$ cat src/rtl/gbfs_pkg.sv
// Shared codes and types for the grid breadth-first-search step block.
package gbfs_pkg;

	// Width of the row_bits load field.
	localparam int ROW_BITS_W = 16;

	// Item kinds.
	localparam logic KIND_LOAD  = 1'b0;
	localparam logic KIND_QUERY = 1'b1;

	// Move codes, also stored as the parent move of each reached cell.
	localparam logic [2:0] DIR_UP    = 3'd0;
	localparam logic [2:0] DIR_RIGHT = 3'd1;
	localparam logic [2:0] DIR_DOWN  = 3'd2;
	localparam logic [2:0] DIR_LEFT  = 3'd3;
	localparam logic [2:0] DIR_NONE  = 3'd4;

	// Neighbor visiting order.
	localparam logic [1:0] NB_LEFT  = 2'd0;
	localparam logic [1:0] NB_RIGHT = 2'd1;
	localparam logic [1:0] NB_UP    = 2'd2;
	localparam logic [1:0] NB_DOWN  = 2'd3;

	typedef enum logic [9:0] {
		ST_IDLE  = 10'b00_0000_0001,
		ST_CLEAR = 10'b00_0000_0010,
		ST_SEED  = 10'b00_0000_0100,
		ST_POP   = 10'b00_0000_1000,
		ST_POPW  = 10'b00_0001_0000,
		ST_NREAD = 10'b00_0010_0000,
		ST_NCHK  = 10'b00_0100_0000,
		ST_TVIS  = 10'b00_1000_0000,
		ST_TCHK  = 10'b01_0000_0000,
		ST_TRACE = 10'b10_0000_0000
	} state_t;

endpackage

$ cat src/rtl/grid_bfs_next_step.sv
// Top level: walkable-grid map store and breadth-first first-move search.
//
// Usage: one command channel. A transaction is taken at a rising edge with start
// high and busy low. kind selects the item: a load writes row_bits into map row
// row_index (rows at or beyond ROWS are dropped) and completes in that same edge
// with no result; a query (from_x, from_y) -> (to_x, to_y) produces exactly one
// result, direction, shown for one cycle with done high. The receiver cannot
// stall: done is a single-cycle pulse and the result must be captured then.
// Steps of a query:
//   off-grid start or target : done from idle, busy never rises.
//   otherwise                : visited-flag clear of 2^(clog2(COLS)+clog2(ROWS))
//                              cells (128 for 16x8), a seed step, then for each
//                              reached cell a dequeue plus four neighbor probes
//                              on the map and visited read ports, a final pop,
//                              then the target check and the trace back.
// The probe loop on the single visited/map read port dominates how long a query
// keeps busy high. Busy is high the whole time and the next transaction is taken
// in the cycle done shows.
// Reset invalidates all map rows (all blocked) and returns the sequencer to idle.
module grid_bfs_next_step #(
	parameter int COLS = 16,
	parameter int ROWS = 8
) (
	input  logic        clk,
	input  logic        arst_n,
	input  logic        start,
	output logic        busy,
	input  logic        kind,
	input  logic [2:0]  row_index,
	input  logic [15:0] row_bits,
	input  logic [3:0]  from_x,
	input  logic [2:0]  from_y,
	input  logic [3:0]  to_x,
	input  logic [2:0]  to_y,
	output logic        done,
	output logic [2:0]  direction
);

	localparam int XW = $clog2(COLS);
	localparam int YW = $clog2(ROWS);
	localparam int AW = XW + YW;
	localparam int QD = 1 << AW;
	localparam logic [XW:0] COLS_V = (XW + 1)'(COLS);
	localparam logic [YW:0] ROWS_V = (YW + 1)'(ROWS);

	gbfs_pkg::state_t state_q;

	// Control.
	logic [AW-1:0] clr_q;
	logic [AW:0]   head_q;
	logic [AW:0]   tail_q;
	logic [1:0]    k_q;
	logic          rowok_q;
	logic          done_q;
	logic [ROWS-1:0] map_vld_q;

	// Payload.
	logic [XW-1:0] sx_q, tx_q, cur_x_q;
	logic [YW-1:0] sy_q, ty_q, cur_y_q;
	logic [2:0]    last_mv_q;
	logic [2:0]    direction_q;

	// Transaction decode.
	logic take, take_load, take_query, row_ok, coords_ok;
	logic [COLS-1:0] load_row;

	assign take       = start && !busy;
	assign take_load  = take && (kind == gbfs_pkg::KIND_LOAD);
	assign take_query = take && (kind == gbfs_pkg::KIND_QUERY);
	assign row_ok     = {4'b0000, row_index} < 7'(ROWS);
	assign coords_ok  = ({3'b000, from_x} < 7'(COLS)) && ({4'b0000, from_y} < 7'(ROWS))
		&& ({3'b000, to_x} < 7'(COLS)) && ({4'b0000, to_y} < 7'(ROWS));

	// Columns past the load field width are never loaded and stay blocked.
	for (genvar i = 0; i < COLS; i++) begin : g_row
		if (i < gbfs_pkg::ROW_BITS_W) begin : g_in
			assign load_row[i] = row_bits[i];
		end else begin : g_zero
			assign load_row[i] = 1'b0;
		end
	end

	// Neighbor under probe: left, right, up, down of the current cell.
	logic [XW-1:0] nb_x;
	logic [YW-1:0] nb_y;
	logic          nb_in;
	logic [2:0]    nb_move;
	logic [AW-1:0] nb_addr;

	always_comb begin
		nb_x    = cur_x_q;
		nb_y    = cur_y_q;
		nb_in   = 1'b0;
		nb_move = gbfs_pkg::DIR_NONE;
		case (k_q)
			gbfs_pkg::NB_LEFT: begin
				nb_x    = cur_x_q - XW'(1);
				nb_in   = (cur_x_q != '0);
				nb_move = gbfs_pkg::DIR_LEFT;
			end
			gbfs_pkg::NB_RIGHT: begin
				nb_x    = cur_x_q + XW'(1);
				nb_in   = ({1'b0, cur_x_q} + (XW + 1)'(1)) < COLS_V;
				nb_move = gbfs_pkg::DIR_RIGHT;
			end
			gbfs_pkg::NB_UP: begin
				nb_y    = cur_y_q - YW'(1);
				nb_in   = (cur_y_q != '0);
				nb_move = gbfs_pkg::DIR_UP;
			end
			gbfs_pkg::NB_DOWN: begin
				nb_y    = cur_y_q + YW'(1);
				nb_in   = ({1'b0, cur_y_q} + (YW + 1)'(1)) < ROWS_V;
				nb_move = gbfs_pkg::DIR_DOWN;
			end
			default: begin
				nb_in = 1'b0;
			end
		endcase
	end

	assign nb_addr = {nb_y, nb_x};

	// Memories.
	logic          vis_we, vis_wdata, vis_rd;
	logic [AW-1:0] vis_waddr, vis_raddr;
	logic          par_we;
	logic [2:0]    par_wdata, par_rd;
	logic [AW-1:0] par_waddr, par_raddr;
	logic          que_we;
	logic [AW-1:0] que_waddr, que_wdata, que_rd;
	logic [COLS-1:0] row_rd;

	// Step back one cell along the parent move read for the current cell.
	logic [XW-1:0] prev_x;
	logic [YW-1:0] prev_y;

	always_comb begin
		prev_x = cur_x_q;
		prev_y = cur_y_q;
		case (par_rd)
			gbfs_pkg::DIR_UP:    prev_y = cur_y_q + YW'(1);
			gbfs_pkg::DIR_RIGHT: prev_x = cur_x_q - XW'(1);
			gbfs_pkg::DIR_DOWN:  prev_y = cur_y_q - YW'(1);
			gbfs_pkg::DIR_LEFT:  prev_x = cur_x_q + XW'(1);
			default: begin
				prev_x = cur_x_q;
			end
		endcase
	end

	// A neighbor joins the search when it is on the grid, walkable and unseen.
	logic nb_take;
	assign nb_take = (state_q == gbfs_pkg::ST_NCHK) && rowok_q && row_rd[nb_x] && !vis_rd;

	always_comb begin
		vis_we    = 1'b0;
		vis_waddr = nb_addr;
		vis_wdata = 1'b1;
		vis_raddr = nb_addr;
		par_we    = 1'b0;
		par_waddr = nb_addr;
		par_wdata = nb_move;
		par_raddr = {prev_y, prev_x};
		que_we    = 1'b0;
		que_waddr = tail_q[AW-1:0];
		que_wdata = nb_addr;
		case (state_q)
			gbfs_pkg::ST_CLEAR: begin
				vis_we    = 1'b1;
				vis_waddr = clr_q;
				vis_wdata = 1'b0;
			end
			gbfs_pkg::ST_SEED: begin
				// Start is always visited, even when blocked; it heads the queue.
				vis_we    = 1'b1;
				vis_waddr = {sy_q, sx_q};
				par_we    = 1'b1;
				par_waddr = {sy_q, sx_q};
				par_wdata = gbfs_pkg::DIR_NONE;
				que_we    = 1'b1;
				que_waddr = '0;
				que_wdata = {sy_q, sx_q};
			end
			gbfs_pkg::ST_NCHK: begin
				vis_we = nb_take;
				par_we = nb_take;
				que_we = nb_take;
			end
			gbfs_pkg::ST_TVIS: begin
				vis_raddr = {ty_q, tx_q};
				par_raddr = {ty_q, tx_q};
			end
			default: begin
				vis_we = 1'b0;
			end
		endcase
	end

	gbfs_ram #(.WIDTH(COLS), .DEPTH(ROWS)) u_walk (
		.clk   (clk),
		.we    (take_load && row_ok),
		.waddr (YW'(row_index)),
		.wdata (load_row),
		.raddr (nb_y),
		.rdata (row_rd)
	);

	gbfs_ram #(.WIDTH(1), .DEPTH(QD)) u_visited (
		.clk   (clk),
		.we    (vis_we),
		.waddr (vis_waddr),
		.wdata (vis_wdata),
		.raddr (vis_raddr),
		.rdata (vis_rd)
	);

	gbfs_ram #(.WIDTH(3), .DEPTH(QD)) u_parent (
		.clk   (clk),
		.we    (par_we),
		.waddr (par_waddr),
		.wdata (par_wdata),
		.raddr (par_raddr),
		.rdata (par_rd)
	);

	gbfs_ram #(.WIDTH(AW), .DEPTH(QD)) u_queue (
		.clk   (clk),
		.we    (que_we),
		.waddr (que_waddr),
		.wdata (que_wdata),
		.raddr (head_q[AW-1:0]),
		.rdata (que_rd)
	);

	// Sequencer.
	always_ff @(posedge clk or negedge arst_n) begin
		if (!arst_n) begin
			state_q   <= gbfs_pkg::ST_IDLE;
			clr_q     <= '0;
			head_q    <= '0;
			tail_q    <= '0;
			k_q       <= gbfs_pkg::NB_LEFT;
			rowok_q   <= 1'b0;
			done_q    <= 1'b0;
			map_vld_q <= '0;
		end else begin
			done_q <= 1'b0;
			if (take_load && row_ok) begin
				map_vld_q[YW'(row_index)] <= 1'b1;
			end
			case (state_q)
				gbfs_pkg::ST_IDLE: begin
					if (take_query) begin
						if (coords_ok) begin
							clr_q   <= '0;
							state_q <= gbfs_pkg::ST_CLEAR;
						end else begin
							done_q <= 1'b1;
						end
					end
				end
				gbfs_pkg::ST_CLEAR: begin
					clr_q <= clr_q + AW'(1);
					if (clr_q == '1) begin
						state_q <= gbfs_pkg::ST_SEED;
					end
				end
				gbfs_pkg::ST_SEED: begin
					head_q  <= '0;
					tail_q  <= (AW + 1)'(1);
					state_q <= gbfs_pkg::ST_POP;
				end
				gbfs_pkg::ST_POP: begin
					if (head_q == tail_q) begin
						state_q <= gbfs_pkg::ST_TVIS;
					end else begin
						head_q  <= head_q + (AW + 1)'(1);
						state_q <= gbfs_pkg::ST_POPW;
					end
				end
				gbfs_pkg::ST_POPW: begin
					k_q     <= gbfs_pkg::NB_LEFT;
					state_q <= gbfs_pkg::ST_NREAD;
				end
				gbfs_pkg::ST_NREAD: begin
					rowok_q <= nb_in && map_vld_q[nb_y];
					state_q <= gbfs_pkg::ST_NCHK;
				end
				gbfs_pkg::ST_NCHK: begin
					if (nb_take) begin
						tail_q <= tail_q + (AW + 1)'(1);
					end
					if (k_q == gbfs_pkg::NB_DOWN) begin
						state_q <= gbfs_pkg::ST_POP;
					end else begin
						k_q     <= k_q + 2'd1;
						state_q <= gbfs_pkg::ST_NREAD;
					end
				end
				gbfs_pkg::ST_TVIS: begin
					state_q <= gbfs_pkg::ST_TCHK;
				end
				gbfs_pkg::ST_TCHK: begin
					// Unreached target, or target at the start: no move.
					if (!vis_rd || par_rd[2]) begin
						done_q  <= 1'b1;
						state_q <= gbfs_pkg::ST_IDLE;
					end else begin
						state_q <= gbfs_pkg::ST_TRACE;
					end
				end
				gbfs_pkg::ST_TRACE: begin
					if (par_rd[2]) begin
						done_q  <= 1'b1;
						state_q <= gbfs_pkg::ST_IDLE;
					end
				end
				default: begin
					state_q <= gbfs_pkg::ST_IDLE;
				end
			endcase
		end
	end

	// Coordinates, trace state and result value.
	always_ff @(posedge clk) begin
		case (state_q)
			gbfs_pkg::ST_IDLE: begin
				sx_q        <= XW'(from_x);
				sy_q        <= YW'(from_y);
				tx_q        <= XW'(to_x);
				ty_q        <= YW'(to_y);
				direction_q <= gbfs_pkg::DIR_NONE;
			end
			gbfs_pkg::ST_POPW: begin
				cur_x_q <= que_rd[XW-1:0];
				cur_y_q <= que_rd[AW-1:XW];
			end
			gbfs_pkg::ST_TVIS: begin
				cur_x_q <= tx_q;
				cur_y_q <= ty_q;
			end
			gbfs_pkg::ST_TCHK: begin
				direction_q <= gbfs_pkg::DIR_NONE;
				last_mv_q   <= par_rd;
				cur_x_q     <= prev_x;
				cur_y_q     <= prev_y;
			end
			gbfs_pkg::ST_TRACE: begin
				// When this cell is the start, the move held is the first one.
				direction_q <= last_mv_q;
				last_mv_q   <= par_rd;
				cur_x_q     <= prev_x;
				cur_y_q     <= prev_y;
			end
			default: begin
				last_mv_q <= last_mv_q;
			end
		endcase
	end

	assign busy      = (state_q != gbfs_pkg::ST_IDLE);
	assign done      = done_q;
	assign direction = direction_q;

endmodule

$ cat src/rtl/gbfs_ram.sv
// Generic single-write, single-read RAM with registered read data.
module gbfs_ram #(
	parameter int WIDTH = 8,
	parameter int DEPTH = 16,
	localparam int AW = $clog2(DEPTH)
) (
	input  logic             clk,
	input  logic             we,
	input  logic [AW-1:0]    waddr,
	input  logic [WIDTH-1:0] wdata,
	input  logic [AW-1:0]    raddr,
	output logic [WIDTH-1:0] rdata
);

	logic [WIDTH-1:0] mem [DEPTH];

	always_ff @(posedge clk) begin
		if (we) begin
			mem[waddr] <= wdata;
		end
		rdata <= mem[raddr];
	end

endmodule
$ cat config.mk
export PLATFORM = sky130hd
export DESIGN_NAME = grid_bfs_next_step
export DESIGN_NICKNAME = d
export VERILOG_FILES = /design/src/rtl/gbfs_pkg.sv /design/src/rtl/grid_bfs_next_step.sv /design/src/rtl/gbfs_ram.sv
export SDC_FILE = /design/constraint.sdc
export NUM_CORES = 2
export LEC_CHECK = 0
export BUFFER_PORTS_ARGS = -buffer_cell sky130_fd_sc_hd__buf_2
export CORE_UTILIZATION = 30
export CTS_BUF_LIST = sky130_fd_sc_hd__clkbuf_8
export DETAILED_ROUTE_END_ITERATION = 10
export SYNTH_ARGS = -nofsm -noshare
export SYNTH_HDL_FRONTEND = slang
export SYNTH_SLANG_ARGS = --single-unit
$ cat constraint.sdc
create_clock -name clk -period 11.6 [get_ports clk]
set_clock_uncertainty 0.1 [all_clocks]
set_input_delay 0.58 -clock clk [delete_from_list [all_inputs] [get_ports clk]]
set_output_delay 0.58 -clock clk [all_outputs]
set_load 0.02 [all_outputs]
==> flow_summary_export.csv <==
group,metric,value,unit
hold_path,hold-path-cell-count,3,
global_routing,gr-total-overflow,0,
setup_path,type_of_the_worst_setup_path,"register to register",
logic_synthesis,synth.top_cells.by_area,"edfxtp_1 (71%), mux4_2 (10%), nand2_1 (3.4%)",
setup_path,required,12120,ps
power,max-vdd-ir-drop,128,uV
sta,timing.fmax,168,MHz
clock_tree,numCtsBuffers,280,
sta,final_hold_fails,0,
logic_synthesis,synth_most_common_cell,"edfxtp_1",
routing,totalWireLength,165000,um
die,die_w,472,um
place,gp_congestion,0.842,
clock_tree,clock-sinks,1635,
hold_path,hp-start,"row_index[1]",
clock_tree,cts-root-buf,"clkbuf_8",
global_routing,number_of_global_route_vias_before_repair,37300,
logic_synthesis,seq_area_frac_synth,73.2,%
global_routing,antenna_found_initial,7,
routing,drc,0,
routing,vias,37100,
clock_tree,setup_fix_buffers_added_after_clock_tree_synthesis,0,
logic_synthesis,synth_edf_count,1563,
logic_synthesis,synth_largest_type_area_fraction,70.7,%
layout,design_area,75400,um^2
hold_path,worst_hold_path_type,"input port to register",
logic_synthesis,synth_common_cells,"edfxtp_1 (1563), nand2_1 (603), nor2_1 (458)",
die,effective_utilization_at_floorplan,30.2,%
sta,tns,0,ps
routing,route.antenna.remaining_nets,0,
sta,final-setup-viol-count,0,
clock_tree,holdBufCountCts,34,
global_routing,grt_first_pass_wirelength,245000,um
setup_path,critPathLaunchType,"register",
place,buffer_ports.inserted,41,
sta,final_period_minus_worst_setup_slack,5950,ps
setup_path,critical_path.n_buffers_inverters,2,
setup_path,crit-reg2reg-launch,"cur_x_q[0]",
setup_path,crit_path_largest_cell_delay,930,ps
sta,finalMaxSlewViolations,0,
clock_tree,post_cts.resized_instances,0,
sta,layout_worst_path_cycle_share,51.3,%
die,die-height,472,um
routing,dr.first_iter.drc_count,3747,
layout,drive_gt1_share,18.8,%
routing,wl_per_instance,22.3,um
hold_path,whs_endpoint,"u_walk.mem[1][6]",
outcome,status,"complete, no violations",
setup_path,crit_slowest_cell,"nand3_2",
setup_path,critPathMaxFanout,42,
logic_synthesis,postSynth.asyncResetShare,2.75,%
die,ioPinCount,42,
sta,tightest_slew,1190,ps
logic_synthesis,synth_seq_cells,1635,
die,site_rows,172,
logic_synthesis,synthFlopType,"edfxtp_1",
setup_path,critical_path_cell_by_cell,"inv_1, ha_1, nand2b_1, nand2_1, a221o_1, o22ai_1, or3_1, o311a_1, nor4_4, buf_4, nand3_2, nor2_1",
layout,fin_nets,4307,
logic_synthesis,synth.lib_cells_used.distinct,84,
logic_synthesis,synth_fp_nets,4124,
run,drv_cap,0,
die,core_area,220000,um^2
power,post-layout-total-power,12.7,mW
global_routing,grt.total_usage,14.6,%
layout,synthToLayoutAreaGrowth,13.5,%
routing,post_drt_via_cell_ratio,5.01,
setup_path,cp_num_cells,12,
setup_path,cp_top_family,"simple AND/OR/NAND/NOR gates",
logic_synthesis,synth.avg_cell_area,16.3,um^2
clock_tree,clock_pin_slew_on_the_worst_setup_and_hold_paths,70,ps
routing,dr.pass1.iters,6,
setup_path,rr_worst_depth,12,
power,static-leakage-power,23.6,nW
setup_path,regToRegSetupSlack,5650,ps
logic_synthesis,netlist_area,66400,um^2
clock_tree,clock_tree_from_tritoncts,"done",
logic_synthesis,synth_top_area_cell,"edfxtp_1",
die,die-area,223000,um^2
setup_path,cp-end-kind,"register",
sta,relSlewSlack,20.5,%
setup_path,critical_path_arrival,6470,ps
logic_synthesis,total_number_of_yosys_warnings,0,
clock_tree,clk_path_buf_depth,4,
logic_synthesis,number_of_instances_in_the_synthesized_netlist,4073,
global_routing,grt_max_degree,133,
place,detailed_place_hpwl,93700,um
setup_path,reg2reg_to,"u_queue.mem[23][5]",
clock_tree,clk-insertion-delay-late,1020,ps
layout,final_util,34.3,%
power,power_density,168,nW/um^2
place,dpl-instance-area,70000,um^2
clock_tree,ctsHtreeMaxLevel,5,
sta,setup_repair_after_global_routing_missed_its_margin,"false",
==> power by group <==
group / total, mW / switching (mW) / internal, mW / leakage, nW
Combinational: 1.26 / 0.860 / 0.397 / 5.79
Clock: 4.78 / 2.28 / 2.50 / 2.78
Sequential: 6.64 / 0.0868 / 6.55 / 15.1
Total: 12.7 / 3.22 / 9.45 / 23.6
==> flip-flops by register name, summed over array words and instances, names as in the netlist, 10 cells and up <==
register,count
u_queue.mem,896
u_walk.mem,128
u_parent.mem,384
u_visited.mem,128
state_q,10
u_walk.rdata,16
==> final cells by class <==
class | count | area (um^2)
antenna | 8 | 20.0
clock buffer | 296 | 4070
clock inverter | 168 | 893
fill | 20800 | 144000
inverter | 22 | 90.1
multi-input combinational | 2181 | 16900
sequential | 1635 | 48600
tap | 2958 | 3700
timing repair buffer | 136 | 1030
==> layout by cell type (no fill, tap or decap), types with 29 or more instances in the layout <==
cell and instances:
nor2_1 456, o21ai_0 40, mux2i_1 81, clkinv_1 61, nand3_1 208, dlygate4sd3_1 34
a32oi_1 48, buf_2 41, edfxtp_1 1563, dfrtp_1 40, inv_1 80, a31oi_1 53
a21oi_1 33, clkinv_2 29, mux4_2 294, clkbuf_8 296, buf_4 59, nand2_1 603
==> tightest hold or removal path, delay by kind of cell <==
family,cells,cell delay [ps]
buffers and inverters,2,380
AND/OR/NAND/NOR,1,60
==> through the flow <==
step	hold slack (ps)	cells	worst slack [ps]
finish	117	7404	5650
global route	66.4	7402	5350
CTS	32.2	7396	5740
detailed placement	356	6898	5760
global placement	352	6898	5910
floorplan	184	4073	3360
==> routing by layer <==
layer  share of wire (%)  vias to the layer above  track usage, %
met4                 2.9                        0            5.27
met1                  43                    19100            20.0
met3                 6.8                      336            2.73
li1                    -                    16200               -
met2                  47                     1522            23.0
met5                   0                        -               0
==> cells by family (layout without fill, tap and decap cells) <==
| logic type | count (synthesis) | after routing | share of synthesized area [%] |
|---|---|---|---|
| adder cells (fa/ha/maj) | 14 | 14 | 0.264 |
| other | 0 | 8 | 0 |
| AO/OA/AOI/OAI | 312 | 312 | 3.51 |
| XOR/XNOR | 34 | 34 | 0.449 |
| flip-flops | 1635 | 1635 | 73.2 |
| AND/OR/NAND/NOR | 1419 | 1419 | 9.24 |
| buffers and inverters | 257 | 622 | 1.66 |
| multiplexers | 402 | 402 | 11.7 |
==> worst max path at each step <==
stage / slack (ps) / to / startpoint
final: 5650 / u_queue.mem[23][5] / cur_x_q[0]
after global routing: 5350 / u_queue.mem[127][6] / cur_x_q[0]
after CTS: 5740 / u_queue.mem[127][1] / cur_x_q[0]
after detailed placement: 5760 / u_queue.mem[127][6] / cur_x_q[0]
after global placement: 5910 / u_queue.mem[119][3] / cur_x_q[0]
after floorplan: 3360 / u_parent.mem[114][0] / k_q[0]
Note: power is estimated with default switching activity, not from simulation.
